--- config.mk ---
export PLATFORM = sky130hd
export DESIGN_NAME = sleep_queue_tick_waker_flat
export DESIGN_NICKNAME = d
export VERILOG_FILES = /design/src/design/sqtw_pkg.sv /design/src/design/sqtw_req_if.sv /design/src/design/sqtw_rsp_if.sv /design/src/design/sqtw_ram.sv /design/src/design/sqtw_ctrl.sv /design/src/design/sqtw_dp.sv /design/src/design/sleep_queue_tick_waker.sv /design/src/flat_wrapper.sv
export SDC_FILE = /design/constraint.sdc
export NUM_CORES = 1
export LEC_CHECK = 0
export BUFFER_PORTS_ARGS = -buffer_cell sky130_fd_sc_hd__buf_4
export CORE_AREA = 5 5 290 292
export DETAILED_ROUTE_END_ITERATION = 8
export DIE_AREA = 0 0 295 297
export PLACE_DENSITY_LB_ADDON = 0.1
export RECOVER_POWER = 50
export SLEW_MARGIN = 5
export SYNTH_ARGS = -nofsm -noshare
export SYNTH_HDL_FRONTEND = slang
export SYNTH_HIERARCHICAL = 1
export SYNTH_SLANG_ARGS = --single-unit
--- constraint.sdc ---
create_clock -name clk -period 6.4 [get_ports clk]
set_clock_uncertainty 0.15 [all_clocks]
set_input_delay 1.28 -clock clk [delete_from_list [all_inputs] [get_ports clk]]
set_output_delay 1.28 -clock clk [all_outputs]
set_load 0.02 [all_outputs]
--- src/design/sqtw_pkg.sv ---
`timescale 1ns / 1ps

package sqtw_pkg;

	localparam int CAPACITY     = 16;
	localparam int TASK_ID_BITS = 8;
	localparam int TICK_BITS    = 16;

	localparam int KIND_W     = 2;
	localparam int ID_IN_W    = 8;
	localparam int TICKS_IN_W = 16;
	localparam int EV_W       = 3;
	localparam int TASK_OUT_W = 8;
	localparam int OCC_W      = 7;

	localparam int IDX_W      = (CAPACITY > 1) ? $clog2(CAPACITY) : 1;
	localparam int CNT_W      = $clog2(CAPACITY + 1);
	localparam int ENTRY_W    = TASK_ID_BITS + TICK_BITS;
	localparam int ID_EXT_W   = (TASK_ID_BITS > ID_IN_W) ? TASK_ID_BITS : ID_IN_W;
	localparam int TICK_EXT_W = (TICK_BITS > TICKS_IN_W) ? TICK_BITS : TICKS_IN_W;

	localparam logic [KIND_W-1:0] KIND_INSERT = KIND_W'(0);
	localparam logic [KIND_W-1:0] KIND_REMOVE = KIND_W'(1);
	localparam logic [KIND_W-1:0] KIND_TICK   = KIND_W'(2);

	typedef logic [IDX_W-1:0]        idx_t;
	typedef logic [CNT_W-1:0]        cnt_t;
	typedef logic [TASK_ID_BITS-1:0] task_t;
	typedef logic [TICK_BITS-1:0]    tick_t;

	typedef enum logic [EV_W-1:0] {
		EV_INSERTED  = 3'd0,
		EV_FULL      = 3'd1,
		EV_REMOVED   = 3'd2,
		EV_EMPTY     = 3'd3,
		EV_WOKEN     = 3'd4,
		EV_IDLE_TICK = 3'd5
	} ev_t;

	typedef enum logic [2:0] {
		EM_NONE,
		EM_INS,
		EM_FULL,
		EM_REM,
		EM_EMPTY,
		EM_WAKE,
		EM_NOWAKE
	} emit_t;

	typedef enum logic [3:0] {
		ST_IDLE,
		ST_INS,
		ST_REM_RD,
		ST_REM_EMIT,
		ST_A_RD,
		ST_A_CHK,
		ST_B_RD,
		ST_B_PROC,
		ST_END
	} state_t;

	typedef struct packed {
		logic  capture;
		logic  clr_idx;
		logic  restart;
		logic  ram_rd;
		logic  inc_idx;
		logic  cnt_wake;
		logic  wr_ins;
		logic  wr_surv;
		logic  pop;
		logic  commit_tick;
		emit_t emit;
	} cmd_t;

	typedef struct packed {
		logic count_zero;
		logic full;
		logic idx_end;
		logic woken;
		logic wk_zero;
		logic out_free;
	} sts_t;

	// ring index of base + off, off at most CAPACITY
	function automatic idx_t ring_add(idx_t base, cnt_t off);
		logic [CNT_W:0] sum;
		sum = (CNT_W + 1)'(base) + (CNT_W + 1)'(off);
		if (sum >= (CNT_W + 1)'(CAPACITY)) begin
			sum = sum - (CNT_W + 1)'(CAPACITY);
		end
		return sum[IDX_W-1:0];
	endfunction

endpackage

--- src/design/sqtw_req_if.sv ---
`timescale 1ns / 1ps

interface sqtw_req_if;
	import sqtw_pkg::*;

	logic                  valid;
	logic                  ready;
	logic [KIND_W-1:0]     kind;
	logic [ID_IN_W-1:0]    task_id;
	logic [TICKS_IN_W-1:0] sleep_ticks;

	modport source (output valid, kind, task_id, sleep_ticks, input ready);
	modport sink   (input valid, kind, task_id, sleep_ticks, output ready);

endinterface

--- src/design/sqtw_rsp_if.sv ---
`timescale 1ns / 1ps

interface sqtw_rsp_if;
	import sqtw_pkg::*;

	logic                  valid;
	logic                  ready;
	logic [EV_W-1:0]       event_res;
	logic [TASK_OUT_W-1:0] task_out;
	logic                  last;
	logic [OCC_W-1:0]      occupancy;

	modport source (output valid, event_res, task_out, last, occupancy, input ready);
	modport sink   (input valid, event_res, task_out, last, occupancy, output ready);

endinterface

--- src/design/sqtw_ram.sv ---
`timescale 1ns / 1ps

module sqtw_ram #(
	parameter int WIDTH = 8,
	parameter int DEPTH = 16,
	localparam int AW = (DEPTH > 1) ? $clog2(DEPTH) : 1
) (
	input  logic             clk,
	input  logic             we,
	input  logic [AW-1:0]    waddr,
	input  logic [WIDTH-1:0] wdata,
	input  logic             re,
	input  logic [AW-1:0]    raddr,
	output logic [WIDTH-1:0] rdata
);

	logic [WIDTH-1:0] mem_q [DEPTH];
	logic [WIDTH-1:0] rdata_q;

	always_ff @(posedge clk) begin
		if (we) begin
			mem_q[waddr] <= wdata;
		end
		if (re) begin
			rdata_q <= mem_q[raddr];
		end
	end

	assign rdata = rdata_q;

endmodule

--- src/design/sqtw_ctrl.sv ---
`timescale 1ns / 1ps

module sqtw_ctrl (
	input  logic                      clk,
	input  logic                      arst_n,
	input  logic                      in_valid,
	input  logic [sqtw_pkg::KIND_W-1:0] in_kind,
	output logic                      in_ready,
	input  sqtw_pkg::sts_t            sts,
	output sqtw_pkg::cmd_t            cmd
);
	import sqtw_pkg::*;

	state_t state_q, state_d;

	always_ff @(posedge clk or negedge arst_n) begin
		if (!arst_n) begin
			state_q <= ST_IDLE;
		end else begin
			state_q <= state_d;
		end
	end

	always_comb begin
		state_d = state_q;
		case (state_q)
			ST_IDLE: begin
				if (in_valid) begin
					if (in_kind == KIND_INSERT) begin
						state_d = ST_INS;
					end else if (in_kind == KIND_REMOVE) begin
						state_d = ST_REM_RD;
					end else if (in_kind == KIND_TICK) begin
						state_d = ST_A_RD;
					end
				end
			end
			ST_INS: begin
				if (sts.out_free) begin
					state_d = ST_IDLE;
				end
			end
			ST_REM_RD: begin
				if (!sts.count_zero) begin
					state_d = ST_REM_EMIT;
				end else if (sts.out_free) begin
					state_d = ST_IDLE;
				end
			end
			ST_REM_EMIT: begin
				if (sts.out_free) begin
					state_d = ST_IDLE;
				end
			end
			ST_A_RD: begin
				state_d = sts.idx_end ? ST_B_RD : ST_A_CHK;
			end
			ST_A_CHK: begin
				state_d = ST_A_RD;
			end
			ST_B_RD: begin
				state_d = sts.idx_end ? ST_END : ST_B_PROC;
			end
			ST_B_PROC: begin
				if (!sts.woken || sts.out_free) begin
					state_d = ST_B_RD;
				end
			end
			ST_END: begin
				if (!sts.wk_zero || sts.out_free) begin
					state_d = ST_IDLE;
				end
			end
			default: begin
				state_d = ST_IDLE;
			end
		endcase
	end

	always_comb begin
		cmd      = '0;
		in_ready = 1'b0;
		case (state_q)
			ST_IDLE: begin
				in_ready = 1'b1;
				if (in_valid) begin
					cmd.capture = 1'b1;
					cmd.clr_idx = 1'b1;
				end
			end
			ST_INS: begin
				if (sts.out_free) begin
					if (sts.full) begin
						cmd.emit = EM_FULL;
					end else begin
						cmd.wr_ins = 1'b1;
						cmd.emit   = EM_INS;
					end
				end
			end
			ST_REM_RD: begin
				if (!sts.count_zero) begin
					cmd.ram_rd = 1'b1;
				end else if (sts.out_free) begin
					cmd.emit = EM_EMPTY;
				end
			end
			ST_REM_EMIT: begin
				if (sts.out_free) begin
					cmd.emit = EM_REM;
					cmd.pop  = 1'b1;
				end
			end
			ST_A_RD: begin
				if (sts.idx_end) begin
					cmd.restart = 1'b1;
				end else begin
					cmd.ram_rd = 1'b1;
				end
			end
			ST_A_CHK: begin
				cmd.cnt_wake = 1'b1;
				cmd.inc_idx  = 1'b1;
			end
			ST_B_RD: begin
				if (!sts.idx_end) begin
					cmd.ram_rd = 1'b1;
				end
			end
			ST_B_PROC: begin
				if (sts.woken) begin
					if (sts.out_free) begin
						cmd.emit    = EM_WAKE;
						cmd.inc_idx = 1'b1;
					end
				end else begin
					cmd.wr_surv = 1'b1;
					cmd.inc_idx = 1'b1;
				end
			end
			ST_END: begin
				if (!sts.wk_zero) begin
					cmd.commit_tick = 1'b1;
				end else if (sts.out_free) begin
					cmd.emit        = EM_NOWAKE;
					cmd.commit_tick = 1'b1;
				end
			end
			default: begin
				cmd = '0;
			end
		endcase
	end

endmodule

--- src/design/sqtw_dp.sv ---
`timescale 1ns / 1ps

module sqtw_dp (
	input  logic                          clk,
	input  logic                          arst_n,
	input  logic [sqtw_pkg::ID_IN_W-1:0]    task_id,
	input  logic [sqtw_pkg::TICKS_IN_W-1:0] sleep_ticks,
	input  sqtw_pkg::cmd_t                cmd,
	output sqtw_pkg::sts_t                sts,
	sqtw_rsp_if.source                    rsp
);
	import sqtw_pkg::*;

	// ring state
	idx_t  head_q;
	cnt_t  count_q;
	// walk counters: read index, survivor write index, wakes found, wakes sent
	cnt_t  idx_q;
	cnt_t  wr_q;
	cnt_t  wk_q;
	cnt_t  ws_q;
	task_t id_q;
	tick_t ticks_q;

	logic                  out_valid_q;
	logic [EV_W-1:0]       ev_q;
	logic [TASK_OUT_W-1:0] task_q;
	logic                  last_q;
	logic [OCC_W-1:0]      occ_q;

	logic [ID_EXT_W-1:0]   id_ext;
	logic [TICK_EXT_W-1:0] ticks_ext;

	logic               ram_we;
	idx_t               ram_waddr;
	logic [ENTRY_W-1:0] ram_wdata;
	idx_t               ram_raddr;
	logic [ENTRY_W-1:0] ram_rdata;

	task_t rd_task;
	tick_t rd_tick;
	tick_t rd_dec;
	logic  rd_woken;
	logic  out_free;

	ev_t   ev_d;
	task_t task_d;
	logic  last_d;
	cnt_t  occ_d;

	assign id_ext    = ID_EXT_W'(task_id);
	assign ticks_ext = TICK_EXT_W'(sleep_ticks);

	assign rd_task  = ram_rdata[ENTRY_W-1 -: TASK_ID_BITS];
	assign rd_tick  = ram_rdata[TICK_BITS-1:0];
	assign rd_woken = (rd_tick == TICK_BITS'(1));
	assign rd_dec   = (rd_tick == '0) ? '0 : rd_tick - TICK_BITS'(1);

	assign out_free = !out_valid_q || rsp.ready;

	assign ram_raddr = ring_add(head_q, idx_q);
	assign ram_we    = cmd.wr_ins || cmd.wr_surv;

	always_comb begin
		if (cmd.wr_surv) begin
			ram_waddr = ring_add(head_q, wr_q);
			ram_wdata = {rd_task, rd_dec};
		end else begin
			ram_waddr = ring_add(head_q, count_q);
			ram_wdata = {id_q, ticks_q};
		end
	end

	sqtw_ram #(
		.WIDTH (ENTRY_W),
		.DEPTH (CAPACITY)
	) u_ram (
		.clk   (clk),
		.we    (ram_we),
		.waddr (ram_waddr),
		.wdata (ram_wdata),
		.re    (cmd.ram_rd),
		.raddr (ram_raddr),
		.rdata (ram_rdata)
	);

	always_comb begin
		sts.count_zero = (count_q == '0);
		sts.full       = (count_q == cnt_t'(CAPACITY));
		sts.idx_end    = (idx_q == count_q);
		sts.woken      = rd_woken;
		sts.wk_zero    = (wk_q == '0);
		sts.out_free   = out_free;
	end

	always_comb begin
		ev_d   = EV_INSERTED;
		task_d = '0;
		last_d = 1'b1;
		occ_d  = count_q;
		case (cmd.emit)
			EM_INS: begin
				ev_d  = EV_INSERTED;
				occ_d = count_q + cnt_t'(1);
			end
			EM_FULL: begin
				ev_d = EV_FULL;
			end
			EM_REM: begin
				ev_d   = EV_REMOVED;
				task_d = rd_task;
				occ_d  = count_q - cnt_t'(1);
			end
			EM_EMPTY: begin
				ev_d = EV_EMPTY;
			end
			EM_WAKE: begin
				ev_d   = EV_WOKEN;
				task_d = rd_task;
				last_d = (cnt_t'(ws_q + cnt_t'(1)) == wk_q);
				occ_d  = count_q - wk_q;
			end
			EM_NOWAKE: begin
				ev_d = EV_IDLE_TICK;
			end
			default: begin
				ev_d = EV_INSERTED;
			end
		endcase
	end

	always_ff @(posedge clk or negedge arst_n) begin
		if (!arst_n) begin
			head_q      <= '0;
			count_q     <= '0;
			idx_q       <= '0;
			wr_q        <= '0;
			wk_q        <= '0;
			ws_q        <= '0;
			out_valid_q <= 1'b0;
		end else begin
			if (cmd.clr_idx) begin
				idx_q <= '0;
				wr_q  <= '0;
				wk_q  <= '0;
				ws_q  <= '0;
			end else if (cmd.restart) begin
				idx_q <= '0;
				wr_q  <= '0;
				ws_q  <= '0;
			end else begin
				if (cmd.inc_idx) begin
					idx_q <= idx_q + cnt_t'(1);
				end
				if (cmd.wr_surv) begin
					wr_q <= wr_q + cnt_t'(1);
				end
				if (cmd.cnt_wake && rd_woken) begin
					wk_q <= wk_q + cnt_t'(1);
				end
				if (cmd.emit == EM_WAKE) begin
					ws_q <= ws_q + cnt_t'(1);
				end
			end
			if (cmd.wr_ins) begin
				count_q <= count_q + cnt_t'(1);
			end else if (cmd.pop) begin
				count_q <= count_q - cnt_t'(1);
				head_q  <= ring_add(head_q, cnt_t'(1));
			end else if (cmd.commit_tick) begin
				count_q <= wr_q;
			end
			if (cmd.emit != EM_NONE) begin
				out_valid_q <= 1'b1;
			end else if (rsp.ready) begin
				out_valid_q <= 1'b0;
			end
		end
	end

	always_ff @(posedge clk) begin
		if (cmd.capture) begin
			id_q    <= id_ext[TASK_ID_BITS-1:0];
			ticks_q <= ticks_ext[TICK_BITS-1:0];
		end
		if (cmd.emit != EM_NONE) begin
			ev_q   <= ev_d;
			task_q <= TASK_OUT_W'(ID_EXT_W'(task_d));
			last_q <= last_d;
			occ_q  <= OCC_W'(occ_d);
		end
	end

	assign rsp.valid     = out_valid_q;
	assign rsp.event_res = ev_q;
	assign rsp.task_out  = task_q;
	assign rsp.last      = last_q;
	assign rsp.occupancy = occ_q;

`ifndef ASSERT_OFF
	a_count_range: assert property (@(posedge clk) disable iff (!arst_n)
		count_q <= cnt_t'(CAPACITY))
		else $error("occupancy above capacity");

	a_emit_free: assert property (@(posedge clk) disable iff (!arst_n)
		(cmd.emit != EM_NONE) |-> out_free)
		else $error("result written over a stalled beat");

	a_compact_order: assert property (@(posedge clk) disable iff (!arst_n)
		cmd.wr_surv |-> (wr_q <= idx_q))
		else $error("survivor write passed the read index");

	a_wake_bound: assert property (@(posedge clk) disable iff (!arst_n)
		(cmd.emit == EM_WAKE) |-> (ws_q < wk_q))
		else $error("more wakes sent than counted");

	a_commit_count: assert property (@(posedge clk) disable iff (!arst_n)
		cmd.commit_tick |=> (count_q == $past(wr_q)))
		else $error("tick commit lost the survivor count");
`endif

endmodule

--- src/design/sleep_queue_tick_waker.sv ---
`timescale 1ns / 1ps

// Sleep queue with tick wakeup.
// req channel: one beat per command (kind 0 insert task_id/sleep_ticks,
// kind 1 pop head, kind 2 timer tick; kind 3 is dropped with no result).
// rsp channel: one beat per result; last marks the final beat of a
// command and occupancy is the queue fill after the whole command.
// Entries sit in a ring buffer RAM (one read, one write port); a tick walks
// the ring twice, first counting expiries, then compacting survivors and
// sending woken tasks in queue order.
// One command is in flight at a time; req.ready is high only between
// commands.
// Reset clears the queue to empty and drops any pending rsp beat.
// A stalled rsp beat holds; the walk pauses on the next result until the
// output register frees up.
module sleep_queue_tick_waker (
	input  logic       clk,
	input  logic       arst_n,
	sqtw_req_if.sink   req,
	sqtw_rsp_if.source rsp
);
	import sqtw_pkg::*;

	cmd_t cmd;
	sts_t sts;

	sqtw_ctrl u_ctrl (
		.clk      (clk),
		.arst_n   (arst_n),
		.in_valid (req.valid),
		.in_kind  (req.kind),
		.in_ready (req.ready),
		.sts      (sts),
		.cmd      (cmd)
	);

	sqtw_dp u_dp (
		.clk         (clk),
		.arst_n      (arst_n),
		.task_id     (req.task_id),
		.sleep_ticks (req.sleep_ticks),
		.cmd         (cmd),
		.sts         (sts),
		.rsp         (rsp)
	);

endmodule

--- src/flat_wrapper.sv ---
// flat-port wrapper written by rule: the top's interface ports become plain ports
module sleep_queue_tick_waker_flat import sqtw_pkg::*;
  (clk, arst_n, req_valid, req_kind, req_task_id, req_sleep_ticks, req_ready, rsp_valid, rsp_event_res, rsp_task_out, rsp_last, rsp_occupancy, rsp_ready);
  sqtw_req_if req_i ();
  sqtw_rsp_if rsp_i ();
  input  logic clk;
  input  logic arst_n;
  input wire logic [$bits(req_i.valid)-1:0] req_valid;
  input wire logic [$bits(req_i.kind)-1:0] req_kind;
  input wire logic [$bits(req_i.task_id)-1:0] req_task_id;
  input wire logic [$bits(req_i.sleep_ticks)-1:0] req_sleep_ticks;
  output wire logic [$bits(req_i.ready)-1:0] req_ready;
  output wire logic [$bits(rsp_i.valid)-1:0] rsp_valid;
  output wire logic [$bits(rsp_i.event_res)-1:0] rsp_event_res;
  output wire logic [$bits(rsp_i.task_out)-1:0] rsp_task_out;
  output wire logic [$bits(rsp_i.last)-1:0] rsp_last;
  output wire logic [$bits(rsp_i.occupancy)-1:0] rsp_occupancy;
  input wire logic [$bits(rsp_i.ready)-1:0] rsp_ready;
  assign req_i.valid = req_valid;
  assign req_i.kind = req_kind;
  assign req_i.task_id = req_task_id;
  assign req_i.sleep_ticks = req_sleep_ticks;
  assign req_ready = req_i.ready;
  assign rsp_valid = rsp_i.valid;
  assign rsp_event_res = rsp_i.event_res;
  assign rsp_task_out = rsp_i.task_out;
  assign rsp_last = rsp_i.last;
  assign rsp_occupancy = rsp_i.occupancy;
  assign rsp_i.ready = rsp_ready;
  sleep_queue_tick_waker u_core (.clk(clk), .arst_n(arst_n), .req(req_i), .rsp(rsp_i));
endmodule
==> results.toml, run 1 <==
[placement]
dp_hpwl_microns = 34100
dpl_cell_area_sq_mm = 0.0219
place.gp.congestion = 0.720
io_buffer_count = 48

[timing]
setup_violations = 0
post-route-period-util = 0.869
relSlewSlack = -0.973
hold_slack_ns = 0.416
max_slew.worst_pin.slew_ns = 2.95
maxSlewViolCount = 253
rsz0062_at_grt = "false"
finalCriticalPeriod_ns = 5.56
hold_viol = 0
tns_ns = 0
fmax_mhz = 180

[yosys]
yosys-top-cells-count = "edfxtp_1 (449), mux4_2 (96), nand2_1 (55)"
synth_area_leader_cell = "edfxtp_1"
ys_warn_count = 6
syn_area_per_cell_sq_um = 17.7
synthTopCellsByArea = "edfxtp_1 (67%), mux4_2 (11%), dfrtp_1 (4.2%)"
synth_top_area_frac = 0.670
yosys.cell_count.top_type = "edfxtp_1"
async_flop_share = 0.0704
ys_ff_latch = 483
synth_edf_count = 449
synth_flop_cell = "edfxtp_1"
syn_inst = 1137
ys_seq_area_frac = 0.712
syn_area_sq_mm = 0.0201
ys_types = 70

[hold_path]
whs_endpoint = "u_core/u_dp/wr_q[4]$_DFFE_PN0P_"
hold_path.class = "reg -> reg"
hold_depth = 2
hold_start = "u_core/u_dp/wr_q[4]$_DFFE_PN0P_"

[layout]
design_area_sq_mm = 0.0234
drive_gt1_frac = 0.205
num-nets-final = 1255
fillers = 8032
area.growth.synth_to_final_pct = 16.5

[clock_tree]
cts_setup_buffers = 0
clk_latency_ns = 0.62
cts_buffers = 56
clock_sinks = 483
cts_tree = "done"
cts_max_path_buffers = 3
path_clk_slew_ns = 0.06
postCtsResizedCells = 0
htreeDepth = 2
hold_buffers = 0
cts_root_buffer = "clkbuf_16"

[critical_path]
max_stage_delay_ns = 1.83
crit_required_ns = 6.57
worstSetupPathType = "reg -> reg"
crit_family = "buffers and inverters"
crit_path_end_kind = "register"
reg2reg_to = "u_core/u_dp/u_ram/rdata[17]$_DFFE_PP_"
startpoint_type = "register"
worst-r2r-cell-count = 8
slowest_stage = "clkinvlp_2"
r2r_slack_ns = 0.84
critical_path_buf_inv_count = 3
path_max_fanout = 57
worstPathCellList = "ha_1 -> inv_1 -> fa_1 -> clkinvlp_2 -> buf_12 -> mux4_2 -> a22oi_1 -> nand2_1"
cp.arrival_ns = 5.73
r2r_start = "u_core/u_dp/head_q[0]$_DFFE_PN0P_"

[die]
io_pins = 51
num_rows = 105
die_h_microns = 297
dieArea_sq_mm = 0.0876
core_sq_mm = 0.0813
die_x_microns = 295
start_util = 0.247

[power]
irDropWorstVdd_uv = 254
leakagePower_nw = 7.44
power_density_mw_per_mm2 = 494

[route]
vias = 10400
drt-pass1-iter-count = 5
wl_per_cell_microns = 23.1
drc = 0
viasPerCell = 4.48
drt_wl_total_microns = 53400
postRouteAntennaNets = 0
drt_iter0_markers = 618

[grt]
grt-ovfl-total = 0
grt_max_degree = 58
antenna_found_initial = 0
grt_pass1_wl_microns = 78500
grt_pass1_vias = 10900
grtUsageTotal = 0.121

[status]
status = "finished, violations left"
violations = "capacitance limit, slew limit"

[run]
drv_cap = 10
registers in the layout (all words and copies together), names as in the netlist, 3 cells and up:
name	flops
u_core/u_dp/wk_q	5
u_core/u_dp/ws_q	5
u_core/u_dp/head_q	4
u_core/u_dp/count_q	5
u_core/u_dp/u_ram/mem_q	384
u_core/u_dp/idx_q	5
u_core/u_dp/rsp.task_out	8
u_core/u_dp/u_ram/rdata	24
u_core/u_dp/rsp.occupancy	5
u_core/u_dp/wr_q	5
u_core/u_dp/ticks_q	16
u_core/u_dp/id_q	8
u_core/u_ctrl/state_q	4
u_core/u_dp/rsp.event_res	3
worst max path at each step:
stage                                              start                                       to  slack, ns  depth (start not counted)
global route        u_core/u_dp/u_ram/rdata[0]$_DFFE_PP_  u_core/u_dp/u_ram/mem_q[2][9]$_DFFE_PP_       0.63                         12
floorplan           u_core/u_dp/u_ram/rdata[0]$_DFFE_PP_  u_core/u_dp/u_ram/mem_q[0][0]$_DFFE_PP_       0.68                         15
detailed placement  u_core/u_dp/u_ram/rdata[9]$_DFFE_PP_  u_core/u_dp/u_ram/mem_q[2][2]$_DFFE_PP_       1.22                         12
finish                 u_core/u_dp/head_q[0]$_DFFE_PN0P_    u_core/u_dp/u_ram/rdata[17]$_DFFE_PP_       0.84                          8
CTS                 u_core/u_dp/u_ram/rdata[9]$_DFFE_PP_  u_core/u_dp/u_ram/mem_q[2][8]$_DFFE_PP_       1.20                         12
global placement    u_core/u_dp/u_ram/rdata[9]$_DFFE_PP_  u_core/u_dp/u_ram/mem_q[1][2]$_DFFE_PP_       1.24                         12
cells by family after synthesis:
family | Yosys count | share of synthesized area
AOI/OAI and AO/OA | 147 | 0.0502
xor gates and xnor gates | 51 | 0.0222
adders and majority gates | 24 | 0.0160
buffers and inverters | 97 | 0.0227
DFF | 483 | 0.712
muxes | 116 | 0.118
other | 1 | 0.000186
and+or+nand+nor | 218 | 0.0583
per-layer routing:
metal  vias to the layer above  share of wire  global-route usage
met2                       197           0.46               0.187
met5                         -              0                   0
met3                        64          0.042              0.0190
met4                         0          0.019              0.0305
li1                       4672              -                   -
met1                      5434           0.48               0.180
final cells by class:
| class | count | area [sq um] | share of cell area |
|---|---|---|---|
| tap | 1070 | 1340 | 0.0571 |
| clock inverter | 29 | 244 | 0.0104 |
| timing repair buffer | 70 | 434 | 0.0185 |
| multi-input combinational | 558 | 5490 | 0.234 |
| clock buffer | 68 | 1470 | 0.0626 |
| antenna | 4 | 10.0 | 0.000427 |
| sequential | 483 | 14300 | 0.612 |
| inverter | 32 | 124 | 0.00529 |
power breakdown:
part	switching (mW)	total (mW)	internal, mW
Clock	1.28	3.03	1.74
Combinational	2.46	4.01	1.55
Sequential	0.316	4.53	4.22
Total	4.06	11.6	7.51
placed cells by master (no fill, tap or decap), types with 13 or more instances in the layout:
cell,count
edfxtp_1,449
mux4_2,96
clkbuf_16,57
nand2_1,55
a22oi_1,51
clkbuf_1,42
nor2_1,40
dfrtp_1,34
inv_1,30
xnor2_1,27
xor2_1,24
clkbuf_4,22
o21ai_0,21
ha_1,21
a21oi_1,20
buf_4,15
nand4_1,15
nand3_1,14
clkinv_1,13
nor2_4,13
worst min-delay path, cell delays in order (launching register included):
cell and delay (ns):
dfrtp_1 0.37, xor2_1 0.07, nor2_1 0.08
stage by stage:
| stage | total power [mW] | utilization | setup WS, ns | instances |
|---|---|---|---|---|
| 6_report | 11.6 | 0.288 | 0.838 | 2314 |
| 3_5_place_dp | 8.74 | 0.269 | 1.22 | 2213 |
| 4_1_cts | 11.8 | 0.290 | 1.20 | 2310 |
| 2_1_floorplan | 7.13 | - | 0.683 | 1138 |
| 5_1_grt | 12.2 | 0.288 | 0.635 | 2310 |
| 3_3_place_gp | 8.75 | 0.269 | 1.24 | 2213 |
(Power assumes the default switching activity.)
==> run 2: changes to the inputs <==
clock period = 5 ns   (was 6.4 ns; I/O delays follow)
==> results.toml, run 2 (synthesis results as in run 1) <==
[clock_tree]
cts_tree = "done"
postCtsResizedCells = 0
cts_root_buffer = "clkbuf_16"
cts_max_path_buffers = 3
clk_latency_ns = 0.61
path_clk_slew_ns = 0.06
htreeDepth = 2
cts_setup_buffers = 0
clock_sinks = 483
cts_buffers = 55
hold_buffers = 0

[layout]
num-nets-final = 1290
drive_gt1_frac = 0.227
seq_area_sq_mm = 0.0143
finalNonFillerCells = 2348
multiInputGateArea_sq_mm = 0.00552
layout_common_cells = "edfxtp_1 (449), mux4_2 (96), clkbuf_16 (55), nand2_1 (55), a22oi_1 (51)"
diodes = 0
utilization = 0.293
regMostFlops = "u_core/u_dp/u_ram/mem_q"
largest_reg_flops = 384
area.growth.synth_to_final_pct = 18.5
fillers = 8025
final_common_cell = "edfxtp_1"

[grt]
grt_pass1_wl_microns = 78600
grt_max_degree = 47
antenna_found_initial = 3
grt_pass1_vias = 11100
grtUsageTotal = 0.121
grt-ovfl-total = 0

[critical_path]
crit_path_end_kind = "register"
crit_required_ns = 5.16
max_stage_delay_ns = 0.62
path_max_fanout = 16
cp.arrival_ns = 4.71
worstPathCellList = "nor4_2 -> nand4_2 -> inv_1 -> nor3_2 -> o21ai_0 -> ha_1 -> a21o_1 -> a21oi_1 -> xnor2_1 -> or3b_2 -> nor3_4 -> buf_12"
critical_path_buf_inv_count = 2
slowest_stage = "or3b_2"
crit_family = "simple AND/OR/NAND/NOR gates"
worstSetupPathType = "reg -> reg"
startpoint_type = "register"

[die]
num_rows = 105
die_x_microns = 295
io_pins = 51
core_sq_mm = 0.0813
start_util = 0.247
die_h_microns = 297
dieArea_sq_mm = 0.0876

[run]
drv_cap = 5

[timing]
post-route-period-util = 0.909
fmax_mhz = 220
finalCriticalPeriod_ns = 4.54
rsz0062_at_grt = "false"
hold_viol = 0
tns_ns = 0
setup_violations = 0
setup_ws_ns = 0.457
maxSlewViolCount = 151
max_slew.worst_pin.slew_ns = 2.69
relSlewSlack = -0.801

[power]
power_density_mw_per_mm2 = 624
irDropWorstVdd_uv = 294
leakagePower_nw = 7.67
p_total_mw = 14.9

[placement]
place.gp.congestion = 0.719
pre_cts_ws_ns = 0.311
placed_cells = 2249
io_buffer_count = 48
dp_hpwl_microns = 35500

[status]
status = "finished, violations left"
violations = "capacitance limit, slew limit"

[route]
drt-pass1-iter-count = 4
drt_iter0_markers = 584
viasPerCell = 4.46
vias = 10500
postRouteAntennaNets = 0
drt_wl_total_microns = 54000
drc = 0
wl_per_cell_microns = 23.0

[hold_path]
hold_path.class = "reg -> reg"
[run 2: path summary, 6_finish.rpt]
check / startpoint / endpoint / slack [ns] / depth (start not counted)
max: u_core/u_dp/u_ram/rdata[13]$_DFFE_PP_ / u_core/u_dp/u_ram/mem_q[0][9]$_DFFE_PP_ / 0.46 / 12
min: u_core/u_dp/head_q[3]$_DFFE_PN0P_ / u_core/u_dp/head_q[3]$_DFFE_PN0P_ / 0.41 / 1
max reg2reg: u_core/u_dp/u_ram/rdata[13]$_DFFE_PP_ / u_core/u_dp/u_ram/mem_q[0][9]$_DFFE_PP_ / 0.46 / 12
min reg2reg: u_core/u_dp/head_q[3]$_DFFE_PN0P_ / u_core/u_dp/head_q[3]$_DFFE_PN0P_ / 0.41 / 1
max in group asynchronous: arst_n / u_core/u_dp/idx_q[1]$_DFFE_PN0P_ / 2.73 / 1
min in group asynchronous: arst_n / u_core/u_dp/rsp.valid$_DFFE_PN0P_ / 0.82 / 1
[run 2: where the power goes]
part           internal [mW]  total (mW)  switching (mW)
Clock                   2.22        3.83            1.61
Sequential              5.39        5.72           0.331
Combinational           2.04        5.33            3.29
[run 2: routing by layer]
layer  routed length (microns)  GRT usage  up-vias
li1                          -          -     4737
met1                     25800      0.176     5482
met2                     24800      0.188      184
met3                      2330     0.0261       64
met4                      1030     0.0262        0
met5                         0          0        -
[run 2: through the flow]
| stage | instance area, sq um | hold slack, ns |
|---|---|---|
| CTS | 24000 | 0.211 |
| floorplan | 20100 | 0.347 |
| global placement | 22300 | 0.386 |
| global route | 23800 | 0.392 |
| detailed placement | 22300 | 0.397 |
| finish | 23800 | 0.408 |
[run 2: layout make-up]
cell class	count	share of cell area
Clock buffer	68	0.0598
Timing Repair Buffer	106	0.0343
Tap cell	1070	0.0562
Multi-Input combinational cell	558	0.232
Sequential cell	483	0.601
Clock inverter	31	0.0117
Inverter	32	0.00514
==> run 3: changes to the inputs <==
CAP_MARGIN = 5   (was not set)
CORE_AREA = 5 5 266 319   (was 5 5 290 292)
DIE_AREA = 0 0 271 324   (was 0 0 295 297)
==> results.toml, run 3 (synthesis results as in run 1) <==
[timing]
fmax_mhz = 220
relSlewSlack = -0.552
max_slew.worst_pin.slew_ns = 2.33
maxSlewViolCount = 162
setup_violations = 0
rsz0062_at_grt = "false"
hold_slack_ns = 0.389
hold_viol = 0
finalCriticalPeriod_ns = 4.55
post-route-period-util = 0.909

[clock_tree]
cts_max_path_buffers = 3
postCtsResizedCells = 0
hold_buffers = 0
cts_setup_buffers = 0
path_clk_slew_ns = 0.06
cts_root_buffer = "clkbuf_16"
htreeDepth = 2
cts_buffers = 55
cts_tree = "done"
clock_sinks = 483
clk_latency_ns = 0.60

[die]
start_util = 0.247
num_rows = 115
die_x_microns = 271
dieArea_sq_mm = 0.0878
core_sq_mm = 0.0816
die_h_microns = 324
io_pins = 51

[route]
drt_iter0_markers = 635
drt_wl_total_microns = 51200
viasPerCell = 4.49
vias = 10400
drt-pass1-iter-count = 5
wl_per_cell_microns = 22.0
drc = 0
postRouteAntennaNets = 0

[placement]
io_buffer_count = 48
place.gp.congestion = 0.735
dpl_cell_area_sq_mm = 0.0222
dp_hpwl_microns = 34400

[status]
violations = "capacitance limit, slew limit"
status = "finished, violations left"

[grt]
grtUsageTotal = 0.117
grt_util_met1 = 0.167
gr-usage-met2 = 0.186
grt_pass1_wl_microns = 77200
grtUsageMet3 = 0.0188
antenna_found_initial = 0
grt_pass1_vias = 11300
grt_max_degree = 42
busiest_layer = "met2"
grt-ovfl-total = 0

[critical_path]
path_max_fanout = 40
crit_required_ns = 5.17
cp.arrival_ns = 4.72
crit_path_end_kind = "register"
startpoint_type = "register"
worstSetupPathType = "reg -> reg"

[layout]
largest_reg_flops = 384
regMostFlops = "u_core/u_dp/u_ram/mem_q"
layout_common_cells = "edfxtp_1 (449), mux4_2 (96), clkbuf_16 (55), nand2_1 (55), a22oi_1 (51)"
utilization = 0.292
design_area_sq_mm = 0.0238
drive_gt1_frac = 0.224
final_common_cell = "edfxtp_1"
diodes = 0
fillers = 8025
num-nets-final = 1285
area.growth.synth_to_final_pct = 18.3

[power]
irDropWorstVdd_uv = 275
power_density_mw_per_mm2 = 628
leakagePower_nw = 7.68

[hold_path]
hold_path.class = "reg -> reg"

[run]
drv_cap = 6
==> run 3: stage by stage <==
step	instances	setup WS, ns	TNS (ns)	total power, mW
after floorplan	1138	-0.0610	-4.39	9.15
after global placement	2227	0.477	0	11.2
after detailed placement	2227	0.454	0	11.2
after CTS	2327	0.446	0	15.3
after global routing	2327	0.0625	0	15.8
final	2327	0.454	0	15.0
==> run 3: worst paths after layout <==
kind                                             startpoint                                    end  slack, ns  cells after the start
max                        u_core/u_dp/idx_q[0]$_DFFE_PN0P_  u_core/u_dp/u_ram/rdata[12]$_DFFE_PP_       0.45                      8
min                         u_core/u_dp/wr_q[4]$_DFFE_PN0P_        u_core/u_dp/wr_q[4]$_DFFE_PN0P_       0.39                      2
max reg2reg                u_core/u_dp/idx_q[0]$_DFFE_PN0P_  u_core/u_dp/u_ram/rdata[12]$_DFFE_PP_       0.45                      8
min reg2reg                 u_core/u_dp/wr_q[4]$_DFFE_PN0P_        u_core/u_dp/wr_q[4]$_DFFE_PN0P_       0.39                      2
max in group asynchronous                            arst_n        u_core/u_dp/wk_q[2]$_DFFE_PN0P_       2.61                      1
min in group asynchronous                            arst_n      u_core/u_dp/rsp.valid$_DFFE_PN0P_       0.88                      1
==> run 3: critical path: stages (launching register included) <==
cell      delay (ns)
dfrtp_1         0.49
ha_1            0.23
inv_1           0.06
fa_1            0.43
inv_1           1.40
clkbuf_4        0.65
mux4_2          0.40
a22oi_1         0.29
nand2_1         0.15
==> run 3: layout make-up <==
cell class | instances | area (sq um) | share of cell area
clock inverters | 32 | 342 | 0.0143
clock buffers | 68 | 1430 | 0.0598
inverters | 32 | 123 | 0.00515
multi-input cells | 558 | 5520 | 0.232
well taps | 1053 | 1320 | 0.0553
repair buffers | 101 | 761 | 0.0319
flip-flops and latches | 483 | 14300 | 0.602
==> run 3: where the power goes <==
part | total, mW | internal [mW] | switching (mW) | leakage, nW
clock network | 4.01 | 2.38 | 1.63 | 0.859
registers | 5.73 | 5.38 | 0.350 | 4.52
logic | 5.23 | 2.05 | 3.17 | 2.30
total | 15.0 | 9.81 | 5.16 | 7.68
==> run 3: routing by layer <==
layer	vias up	wire length, microns
met4	0	1010
met1	5484	24700
met3	70	1640
met2	156	23900
li1	4730	-
met5	-	0
